===== config.mk =====
export PLATFORM = sky130hd
export DESIGN_NAME = http_request_head_parser
export DESIGN_NICKNAME = d
export VERILOG_FILES = /design/src/hw/rtl/hrhp_pkg.sv /design/src/hw/rtl/http_request_head_parser.sv
export SDC_FILE = /design/constraint.sdc
export NUM_CORES = 1
export LEC_CHECK = 0
export ABC_AREA = 1
export BUFFER_PORTS_ARGS = -buffer_cell sky130_fd_sc_hd__buf_2
export CAP_MARGIN = 25
export CORE_MARGIN = 5
export CORE_UTILIZATION = 30
export CTS_CLUSTER_DIAMETER = 60
export DETAILED_ROUTE_END_ITERATION = 12
export PLACE_DENSITY = 0.42
export SLEW_MARGIN = 20
export SYNTH_ARGS = -nofsm -noshare
export SYNTH_HDL_FRONTEND = slang
export SYNTH_SLANG_ARGS = --single-unit

===== constraint.sdc =====
create_clock -name clk_i -period 6.6 [get_ports clk_i]
set_input_delay 1.65 -clock clk_i [delete_from_list [all_inputs] [get_ports clk_i]]
set_output_delay 1.65 -clock clk_i [all_outputs]
set_load 0.01 [all_outputs]

===== src/hw/rtl/hrhp_pkg.sv =====
// Shared types, codes and lookup functions for the HTTP request head parser.
package hrhp_pkg;

  localparam int unsigned BUF_BYTES = 7;
  localparam int unsigned VER_LEN = 8;
  localparam int unsigned VER_SAT = 9;
  localparam int unsigned QDEPTH = 4;

  localparam logic [7:0] CH_SP = 8'h20;
  localparam logic [7:0] CH_QM = 8'h3F;
  localparam logic [7:0] CH_COLON = 8'h3A;
  localparam logic [7:0] CH_CR = 8'h0D;
  localparam logic [7:0] CH_LF = 8'h0A;
  localparam logic [7:0] CH_ZERO = 8'h30;
  localparam logic [7:0] CH_ONE = 8'h31;

  localparam logic [3:0] M_INVALID = 4'd0;
  localparam logic [3:0] M_GET = 4'd1;
  localparam logic [3:0] M_POST = 4'd2;
  localparam logic [3:0] M_HEAD = 4'd3;
  localparam logic [3:0] M_PUT = 4'd4;
  localparam logic [3:0] M_DELETE = 4'd5;
  localparam logic [3:0] M_CONNECT = 4'd6;
  localparam logic [3:0] M_OPTIONS = 4'd7;
  localparam logic [3:0] M_TRACE = 4'd8;

  localparam logic [1:0] V_NONE = 2'd0;
  localparam logic [1:0] V_10 = 2'd1;
  localparam logic [1:0] V_11 = 2'd2;

  localparam logic [55:0] NAME_GET = 56'h474554;
  localparam logic [55:0] NAME_POST = 56'h504F5354;
  localparam logic [55:0] NAME_HEAD = 56'h48454144;
  localparam logic [55:0] NAME_PUT = 56'h505554;
  localparam logic [55:0] NAME_DELETE = 56'h44454C455445;
  localparam logic [55:0] NAME_CONNECT = 56'h434F4E4E454354;
  localparam logic [55:0] NAME_OPTIONS = 56'h4F5054494F4E53;
  localparam logic [55:0] NAME_TRACE = 56'h5452414345;

  typedef enum logic [2:0] {
    PH_METHOD,
    PH_PATH,
    PH_QUERY,
    PH_VERSION,
    PH_HNAME,
    PH_HVALUE,
    PH_ERROR,
    PH_DONE
  } phase_e;

  typedef enum logic [3:0] {
    K_SEP       = 4'd0,
    K_METHOD    = 4'd1,
    K_PATH      = 4'd2,
    K_QUERY     = 4'd3,
    K_VERSION   = 4'd4,
    K_HNAME     = 4'd5,
    K_HVALUE    = 4'd6,
    K_LINE_OK   = 4'd7,
    K_HDR_END   = 4'd8,
    K_HEAD_DONE = 4'd9,
    K_ERROR     = 4'd10,
    K_UNPARSED  = 4'd11
  } kind_e;

  typedef struct packed {
    kind_e       kind;
    logic [7:0]  data;
    logic [3:0]  mcode;
    logic [1:0]  vcode;
    logic        last;
  } result_t;

  function automatic logic [3:0] method_lookup(input logic [55:0] mbuf,
                                               input logic [2:0] mlen);
    logic [3:0] code;
    code = M_INVALID;
    case (mlen)
      3'd3: begin
        if (mbuf == NAME_GET) code = M_GET;
        else if (mbuf == NAME_PUT) code = M_PUT;
      end
      3'd4: begin
        if (mbuf == NAME_POST) code = M_POST;
        else if (mbuf == NAME_HEAD) code = M_HEAD;
      end
      3'd5: begin
        if (mbuf == NAME_TRACE) code = M_TRACE;
      end
      3'd6: begin
        if (mbuf == NAME_DELETE) code = M_DELETE;
      end
      3'd7: begin
        if (mbuf == NAME_CONNECT) code = M_CONNECT;
        else if (mbuf == NAME_OPTIONS) code = M_OPTIONS;
      end
      default: code = M_INVALID;
    endcase
    return code;
  endfunction

  // "HTTP/1." one character per position
  function automatic logic [7:0] prefix_char(input logic [2:0] idx);
    logic [7:0] c;
    case (idx)
      3'd0: c = 8'h48;
      3'd1: c = 8'h54;
      3'd2: c = 8'h54;
      3'd3: c = 8'h50;
      3'd4: c = 8'h2F;
      3'd5: c = 8'h31;
      3'd6: c = 8'h2E;
      default: c = 8'h00;
    endcase
    return c;
  endfunction

endpackage


===== src/hw/rtl/http_request_head_parser.sv =====
// Throughput: one byte per cycle while the result queue holds two entries or fewer;
// a bare CR released by a byte other than CR or LF gives two results, which
// leave the four-entry queue at one result per cycle while out_ready_i is high.
// The parse state updates in one short pass of logic at each byte transfer.
// Reset (rst_ni low) returns the parser to the method field and empties the queue.
// Restart on a byte does the same for the parse state before that byte.
module http_request_head_parser import hrhp_pkg::*; #(
  parameter int unsigned MAX_METHOD_CHARS = 7
) (
  input  logic       clk_i,
  input  logic       rst_ni,
  input  logic       in_valid_i,
  output logic       in_ready_o,
  input  logic [7:0] data_byte_i,
  input  logic       restart_i,
  output logic       out_valid_o,
  input  logic       out_ready_i,
  output logic [3:0] kind_o,
  output logic [7:0] out_byte_o,
  output logic [3:0] method_code_o,
  output logic [1:0] version_code_o,
  output logic       last_o
);

  localparam int unsigned LenW = $clog2(MAX_METHOD_CHARS + 2);
  localparam int unsigned QAW = $clog2(QDEPTH);
  localparam int unsigned QCW = $clog2(QDEPTH + 1);

  typedef struct packed {
    phase_e          phase;
    logic [55:0]     mbuf;
    logic [LenW-1:0] mlen;
    logic [3:0]      vcnt;
    logic            vok;
    logic [7:0]      vlast;
    logic            cr;
    logic            colon;
  } pstate_t;

  typedef struct packed {
    pstate_t st;
    kind_e   kind;
  } step_t;

  localparam pstate_t ST_RESET = '{
    phase: PH_METHOD, mbuf: '0, mlen: '0, vcnt: '0, vok: 1'b1,
    vlast: '0, cr: 1'b0, colon: 1'b0
  };

  function automatic step_t field_step(input pstate_t s, input logic [7:0] b);
    step_t r;
    r.st = s;
    r.kind = K_HVALUE;
    case (s.phase)
      PH_METHOD: begin
        if (b == CH_SP) begin
          r.st.phase = PH_PATH;
          r.kind = K_SEP;
        end else begin
          if (s.mlen < LenW'(BUF_BYTES)) r.st.mbuf = {s.mbuf[47:0], b};
          if (s.mlen <= LenW'(MAX_METHOD_CHARS)) r.st.mlen = s.mlen + LenW'(1);
          r.kind = K_METHOD;
        end
      end
      PH_PATH: begin
        if (b == CH_SP) begin
          r.st.phase = PH_VERSION;
          r.kind = K_SEP;
        end else if (b == CH_QM) begin
          r.st.phase = PH_QUERY;
          r.kind = K_QUERY;
        end else begin
          r.kind = K_PATH;
        end
      end
      PH_QUERY: begin
        if (b == CH_SP) begin
          r.st.phase = PH_VERSION;
          r.kind = K_SEP;
        end else begin
          r.kind = K_QUERY;
        end
      end
      PH_VERSION: begin
        if (s.vcnt < 4'(BUF_BYTES) && b != prefix_char(s.vcnt[2:0])) r.st.vok = 1'b0;
        if (s.vcnt < 4'(VER_SAT)) r.st.vcnt = s.vcnt + 4'd1;
        r.st.vlast = b;
        r.kind = K_VERSION;
      end
      PH_HNAME: begin
        if (b == CH_COLON) begin
          r.st.phase = PH_HVALUE;
          r.st.colon = 1'b1;
          r.kind = K_SEP;
        end else begin
          r.kind = K_HNAME;
        end
      end
      default: r.kind = K_HVALUE;
    endcase
    return r;
  endfunction

  pstate_t st_q, st_d, s0, s1;
  step_t   step_cr, step_b;
  result_t res0, res1;
  logic [1:0] nres;
  logic [3:0] mc;
  logic [1:0] vc;
  logic       in_xfer, out_xfer;

  result_t          q_mem [QDEPTH];
  logic [QAW-1:0]   wr_q, rd_q;
  logic [QCW-1:0]   cnt_q;

  assign in_xfer  = in_valid_i & in_ready_o;
  assign out_xfer = out_valid_o & out_ready_i;

  always_comb begin
    s0 = restart_i ? ST_RESET : st_q;
    step_cr = field_step(s0, CH_CR);
    s1 = s0.cr ? step_cr.st : s0;
    s1.cr = 1'b0;
    step_b = field_step(s1, data_byte_i);
    mc = (s0.mlen != '0 && s0.mlen <= LenW'(BUF_BYTES)) ?
         method_lookup(s0.mbuf, s0.mlen[2:0]) : M_INVALID;
    vc = (s0.vlast == CH_ONE) ? V_11 : (s0.vlast == CH_ZERO) ? V_10 : V_NONE;

    st_d = s0;
    nres = 2'd0;
    res0 = '{kind: K_SEP, data: data_byte_i, mcode: M_INVALID, vcode: V_NONE,
             last: 1'b1};
    res1 = res0;

    if (s0.phase == PH_ERROR) begin
      nres = 2'd0;
    end else if (s0.phase == PH_DONE) begin
      res0.kind = K_UNPARSED;
      nres = 2'd1;
    end else if (s0.cr && data_byte_i == CH_LF) begin
      st_d.cr = 1'b0;
      st_d.colon = 1'b0;
      res0.data = '0;
      nres = 2'd1;
      if (s0.phase == PH_HNAME || s0.phase == PH_HVALUE) begin
        if (s0.colon) begin
          res0.kind = K_HDR_END;
          st_d.phase = PH_HNAME;
        end else begin
          res0.kind = K_HEAD_DONE;
          st_d.phase = PH_DONE;
        end
      end else if (s0.phase == PH_VERSION && mc != M_INVALID &&
                   s0.vcnt == 4'(VER_LEN) && s0.vok && vc != V_NONE) begin
        res0.kind = K_LINE_OK;
        res0.mcode = mc;
        res0.vcode = vc;
        st_d.phase = PH_HNAME;
      end else begin
        res0.kind = K_ERROR;
        st_d.phase = PH_ERROR;
      end
    end else begin
      if (data_byte_i == CH_CR) begin
        st_d = s1;
        st_d.cr = 1'b1;
      end else begin
        st_d = step_b.st;
      end
      if (s0.cr) begin
        res0.kind = step_cr.kind;
        res0.data = CH_CR;
        res0.last = (data_byte_i == CH_CR);
        res1.kind = step_b.kind;
        nres = (data_byte_i == CH_CR) ? 2'd1 : 2'd2;
      end else begin
        res0.kind = step_b.kind;
        nres = (data_byte_i == CH_CR) ? 2'd0 : 2'd1;
      end
    end
  end

  always_ff @(posedge clk_i or negedge rst_ni) begin
    if (!rst_ni) begin
      st_q <= ST_RESET;
    end else if (in_xfer) begin
      st_q <= st_d;
    end
  end

  // result queue
  assign in_ready_o  = cnt_q <= QCW'(QDEPTH - 2);
  assign out_valid_o = cnt_q != '0;

  always_ff @(posedge clk_i) begin
    if (in_xfer && nres != 2'd0) q_mem[wr_q] <= res0;
    if (in_xfer && nres == 2'd2) q_mem[wr_q + QAW'(1)] <= res1;
  end

  always_ff @(posedge clk_i or negedge rst_ni) begin
    if (!rst_ni) begin
      wr_q  <= '0;
      rd_q  <= '0;
      cnt_q <= '0;
    end else begin
      if (in_xfer) wr_q <= wr_q + QAW'(nres);
      if (out_xfer) rd_q <= rd_q + QAW'(1);
      cnt_q <= cnt_q + (in_xfer ? QCW'(nres) : '0) - QCW'(out_xfer);
    end
  end

  assign kind_o         = q_mem[rd_q].kind;
  assign out_byte_o     = q_mem[rd_q].data;
  assign method_code_o  = q_mem[rd_q].mcode;
  assign version_code_o = q_mem[rd_q].vcode;
  assign last_o         = q_mem[rd_q].last;

`ifndef SYNTHESIS
  a_cnt_bound: assert property (@(posedge clk_i) disable iff (!rst_ni)
    cnt_q <= QCW'(QDEPTH)) else $error("result queue overflow");

  a_codes_only_ok: assert property (@(posedge clk_i) disable iff (!rst_ni)
    out_valid_o && (method_code_o != M_INVALID || version_code_o != V_NONE)
    |-> kind_o == K_LINE_OK) else $error("codes outside line ok result");

  a_verdict_zero: assert property (@(posedge clk_i) disable iff (!rst_ni)
    out_valid_o && (kind_o == K_LINE_OK || kind_o == K_HDR_END ||
                    kind_o == K_HEAD_DONE || kind_o == K_ERROR)
    |-> out_byte_o == '0 && last_o) else $error("verdict result malformed");

  a_done_sticky: assert property (@(posedge clk_i) disable iff (!rst_ni)
    st_q.phase == PH_DONE && in_xfer && !restart_i |=> st_q.phase == PH_DONE)
    else $error("left head done without restart");

  a_error_silent: assert property (@(posedge clk_i) disable iff (!rst_ni)
    st_q.phase == PH_ERROR && in_xfer && !restart_i |-> nres == 2'd0)
    else $error("result in error phase");
`endif

endmodule

# After elaboration in Yosys (flattened, before gate mapping)
# Memories as Yosys holds them, arrays and structs flattened.
# Index checks and enable logic that the tools add are counted.
# word_totals
ff_bits,85
ramBits,76
elab_cells,185
mem_count,1
# memory_table
memory,words,word_bits,rd,rd_clocked_by_memory_dff,write_ports,line_no,rtl
q_mem,4,19,1,0,2,http_request_head_parser.sv:112,result_t q_mem [QDEPTH];
# classes
add_sub_neg,9
order_cmp,9
n_eq_ne,47
n_mux,84
bitwise_logic,2
reduce_logical,22
# ops
operator,count
$mux W78,4
$mux W60,3
$eq A56 B23 Y1 const B,2
$eq A56 B31 Y1 const B,2
$eq A56 B55 Y1 const B,2
$mux W56,2
$pmux W7 S6,2
$mux W75,1
$mux W73,1
$mux W4,15
$eq A56 B39 Y1 const B,1
$eq A56 B47 Y1 const B,1
$eq A3 B3 Y1 const B,15
$eq A8 B6 Y1 const B,5
$pmux W4 S5,2
$mux W3,13
$eq A3 B2 Y1 const B,9
$mux W13,2
$mux W2,13
$mux W8,3
$mux W19,1
$mux W6,3
$add A4 B1 Y4 const B,4
$eq A8 B4 Y1 const B,2
other kinds (26),65

# Logic depth before layout (Yosys ltp)
# logic_depth
depth_word,22
mapped_depth,25
ltp_nobuf,22

# Worst setup path before layout
# Ideal clock, no wire load.
# synth_timing
path_kind,input to register
from,input port restart_i
to,memory q_mem[1][15] (netlist name) (data pin)
setup_time_ns,0.252
arrival_time_ns,4.118
required_time_ns,6.348
slack_ns,2.230
cell_stages,23
path_buffers,4
cell_sequence,buf_6 buf_2 buf_2 buf_1 nor2_1 ha_1 ha_1 nand2_1 nor2_1 nand2_1 nor2_1 nand2_1 nor2_1 nand2_1 nand3_1 a21oi_1 nand3_2 nand3_2 nand3_1 nand2_1 nand2_1 nand2_1 nand2_1
# synth_rtl
element,line_no,rtl
from (decl),http_request_head_parser.sv:15,"input logic restart_i,"
to (decl),http_request_head_parser.sv:112,

# Worst setup path after layout
# layout_timing
from,input port restart_i
to,register st_q[10] (netlist name)
# layout_via
elab_chain_cells,17
word_cells_on_any_way,44
# layout_lines
element,line_no,rtl
$mux W78 (*),http_request_head_parser.sv:120,s0 = restart_i ? ST_RESET : st_q;
$add A4 B1 Y4 / $lt A4 B4 Y1 (equally long branches),http_request_head_parser.sv:86,if (s.vcnt < 4'(VER_SAT)) r.st.vcnt = s.vcnt + 4'd1;
$mux W4,http_request_head_parser.sv:86,
$mux W13,http_request_head_parser.sv:54,case (s.phase)
$mux W75,http_request_head_parser.sv:122,s1 = s0.cr ? step_cr.st : s0;
$eq A3 B2 Y1 / $eq A3 B1 Y1 (equally long branches),hrhp_pkg.sv:105,case (idx)
$reduce_or A2 Y1 (no source line),--,
$pmux W7 S6,hrhp_pkg.sv:105,
$mux W8,http_request_head_parser.sv:54,
$ne A8 B8 Y1,http_request_head_parser.sv:85,if (s.vcnt < 4'(BUF_BYTES) && b != prefix_char(s.vcnt[2:0])) r.st.vok = 1'b0;
$logic_and A1 B1 Y1,http_request_head_parser.sv:85,
$mux W1,http_request_head_parser.sv:85,
$mux W13,http_request_head_parser.sv:54,
$mux W78,http_request_head_parser.sv:164,if (data_byte_i == CH_CR) begin
$mux W73,http_request_head_parser.sv:140,end else if (s0.cr && data_byte_i == CH_LF) begin
$mux W78,http_request_head_parser.sv:137,end else if (s0.phase == PH_DONE) begin
$mux W78 (*),http_request_head_parser.sv:135,if (s0.phase == PH_ERROR) begin
to (signal assigned),http_request_head_parser.sv:187,st_q <= st_d;
to (decl),http_request_head_parser.sv:104,"pstate_t st_q, st_d, s0, s1;"
# Every way passes the cells marked *; elsewhere a longest branch is shown, timed or not. The select of a mux whose other input is x is not followed.
# A chain may end at the register's enable or synchronous reset.

==> impl_metrics.ini <==
[clock_tree]
hold_buffers = 0
cts_tree = yes
path_clk_slew_ns = 0.08
numCtsBuffers = 17
cts_resized = 0
clk_latency_ns = 0.45
cts-htree-levels = 4
cts-root-buf = clkbuf_16
clock-sinks = 161
clockBufferDepth = 2
postCtsSetupRepairBufs = 0

[timing]
fin_crit_sh = 0.716
slew_headroom = 0.280
worst_pin_slew_ns = 1.07
max_clock_freq_ghz = 0.212
hold_viol_final = 0
slew_viol_final = 0
rsz0062_at_grt = no
setup_violations = 0
fin_skew_ns = 0.0113
min_period_ns = 4.72
tns_ns = 0

[grt]
grt.overflow.total = 0
grt_use_total = 0.194
grt_pass1_wl_um = 62000
antenna_found_initial = 0
first_global_vias = 10400
grt_max_degree = 72

[floorplanning]
core_um2 = 35700
die_x_um = 200
dieArea_um2 = 40100
die_y_um = 200
floorplan.initialDensity = 0.305
rows = 69
ios = 34

[worst_setup_path]
reg2reg_depth = 13
worstSetupPathType = primary input to flip-flop
endpoint = st_q[10]
crit_arrival_ns = 5.11
required_ns = 6.98
critPathLaunch = restart_i
timing.reg2reg.setup_slack_ns = 3.17
cp_cell_sequence = buf_2 -> inv_4 -> buf_4 -> nand2_1 -> nand2_1 -> nand2_1 -> nand2_1 -> xor2_1 -> inv_1 -> ha_1 -> nor3_1 -> nor2_1 -> nand2_1 -> nand3_1 -> nor2_1 -> nand3_1 -> nand2_1 -> nand2_1 -> a21oi_1
cp_top_family = simple AND/OR/NAND/NOR gates
rr_endpoint = st_q[62]
crit_path_frequent_cell = nand2_1
crit_fanout = 51
crit_path_end_kind = flip-flop
r2r_start = st_q[75]
start_kind = primary input
crit_cells = 19
cp_slowest_cell = buf_4
cp_slowest_stage_delay_ns = 0.53
path_buf_inv = 4

[routing]
routedWlPerCell_um = 19.3
drt-initial-drc-count = 681
firstDrtPassIters = 5
wl_um = 39300
drcViolationCount = 0
ant_nets = 0
viasPerCell = 5.23
vias = 10700

[synth]
yosysWarnings = 0
async_flop_share = 0.528
synth_seq_cells = 161
ys_seq_area_frac = 0.376
avgSynthCellArea_um2 = 6.91
syn-num-nets = 1607
synth_ff_type = dfrtp_1
syn_inst = 1572
synth_edf_count = 44
yosys.cell_types.count = 54
syn_area_um2 = 10900

[power]
p_leak_nw = 5.22
power.density_nw_per_um2 = 382
power_w = 0.00457
ir_drop_mv = 0.220

[layout]
final_layout_size_suffix_gt1_frac = 0.0869
nFillCells = 3909
final_nets = 1599
layout_commonest_cell = nand2_1
syn_to_final_growth_pct = 10.0
seqCellArea_um2 = 4090
multi_input_area_um2 = 5750
antennaDiodeCount = 0
mostFrequentLayoutCells = 301 x nand2_1, 257 x nor2_1, 163 x inv_1

[worst_hold_path]
min_path_type = flip-flop to flip-flop

[outcome]
outcome = finished, final reports clean

[job]
drv_cap = 0

[placed_design]
gp_congestion = 0.898
place_hpwl_um = 28300
portBuffers = 33
where the power goes:
| group | leakage, nW | switching [W] | internal [W] |
|---|---|---|---|
| clock | 0.278 | 0.000485 | 0.000534 |
| sequential | 1.71 | 0.000242 | 0.00130 |
| combinational | 3.24 | 0.00136 | 0.000645 |
| total | 5.22 | 0.00209 | 0.00248 |
registers in the layout, summed over array words and instances (netlist names):
name   count
cnt_q      3
q_mem     76
rd_q       2
st_q      78
wr_q       2
logic make-up after synthesis:
kind of cell    count (synthesis)  synth area share
simple gates                  716             0.280
compound gates                405             0.214
buf+inv                       257            0.0952
flops                         161             0.376
fa+ha+maj                      22            0.0260
xor+xnor                       11           0.00886
through the flow:
stage / utilization / setup slack [ns] / cells / hold WS, ns / instance area, µm²
after floorplan: - / 2.23 / 1572 / 0.423 / 10900
after global placement: 0.319 / 1.44 / 2006 / 0.446 / 11400
after detailed placement: 0.319 / 1.42 / 2006 / 0.446 / 11400
after CTS: 0.335 / 1.90 / 2038 / 0.459 / 12000
after global routing: 0.335 / 1.57 / 2038 / 0.469 / 12000
final: 0.335 / 1.88 / 2038 / 0.456 / 12000
worst min-delay path by stage:
stage / from / end / slack [ns] / cells past startpoint
after global placement: q_mem[1][2] / q_mem[1][2] / 0.45 / 2
after global routing: q_mem[1][18] / q_mem[1][18] / 0.47 / 2
after CTS: q_mem[2][6] / q_mem[2][6] / 0.46 / 2
after detailed placement: q_mem[1][2] / q_mem[1][2] / 0.45 / 2
after floorplan: q_mem[1][2] / q_mem[1][2] / 0.42 / 2
final: q_mem[1][1] / q_mem[1][1] / 0.46 / 2
cell usage after synthesis (23+ instances only):
library cell	count	area, µm²
clkbuf_1	51	191
a22oi_1	26	195
dfxtp_1	32	641
edfxtp_1	44	1320
inv_1	163	612
o21ai_0	136	681
o22ai_1	44	275
nor2_1	258	968
o21ai_1	28	140
nand3_1	69	345
nand4_1	23	144
dfrtp_1	84	2100
a21oi_1	108	541
nand2_1	302	1130
cell type report:
type,count,share of cell area
Timing Repair Buffer,49,0.0241
Sequential cell,161,0.342
Clock inverter,14,0.0121
Inverter,181,0.0570
Tap cell,461,0.0482
Multi-Input combinational cell,1154,0.481
Clock buffer,18,0.0359
metal layers:
layer | share of wire | global-route usage | up-vias
li1 | - | - | 5253
met2 | 0.48 | 0.328 | 223
met3 | 0.034 | 0.0302 | 49
met5 | 0 | 0 | -
met1 | 0.46 | 0.258 | 5131
met4 | 0.021 | 0.0541 | 0
worst min-delay path: cells and delay by family (launching register included):
kind | cells | cell delay [ns]
simple gates | 1 | 0.05
flops | 1 | 0.31
compound gates | 1 | 0.05
(Power assumes the default switching activity.)
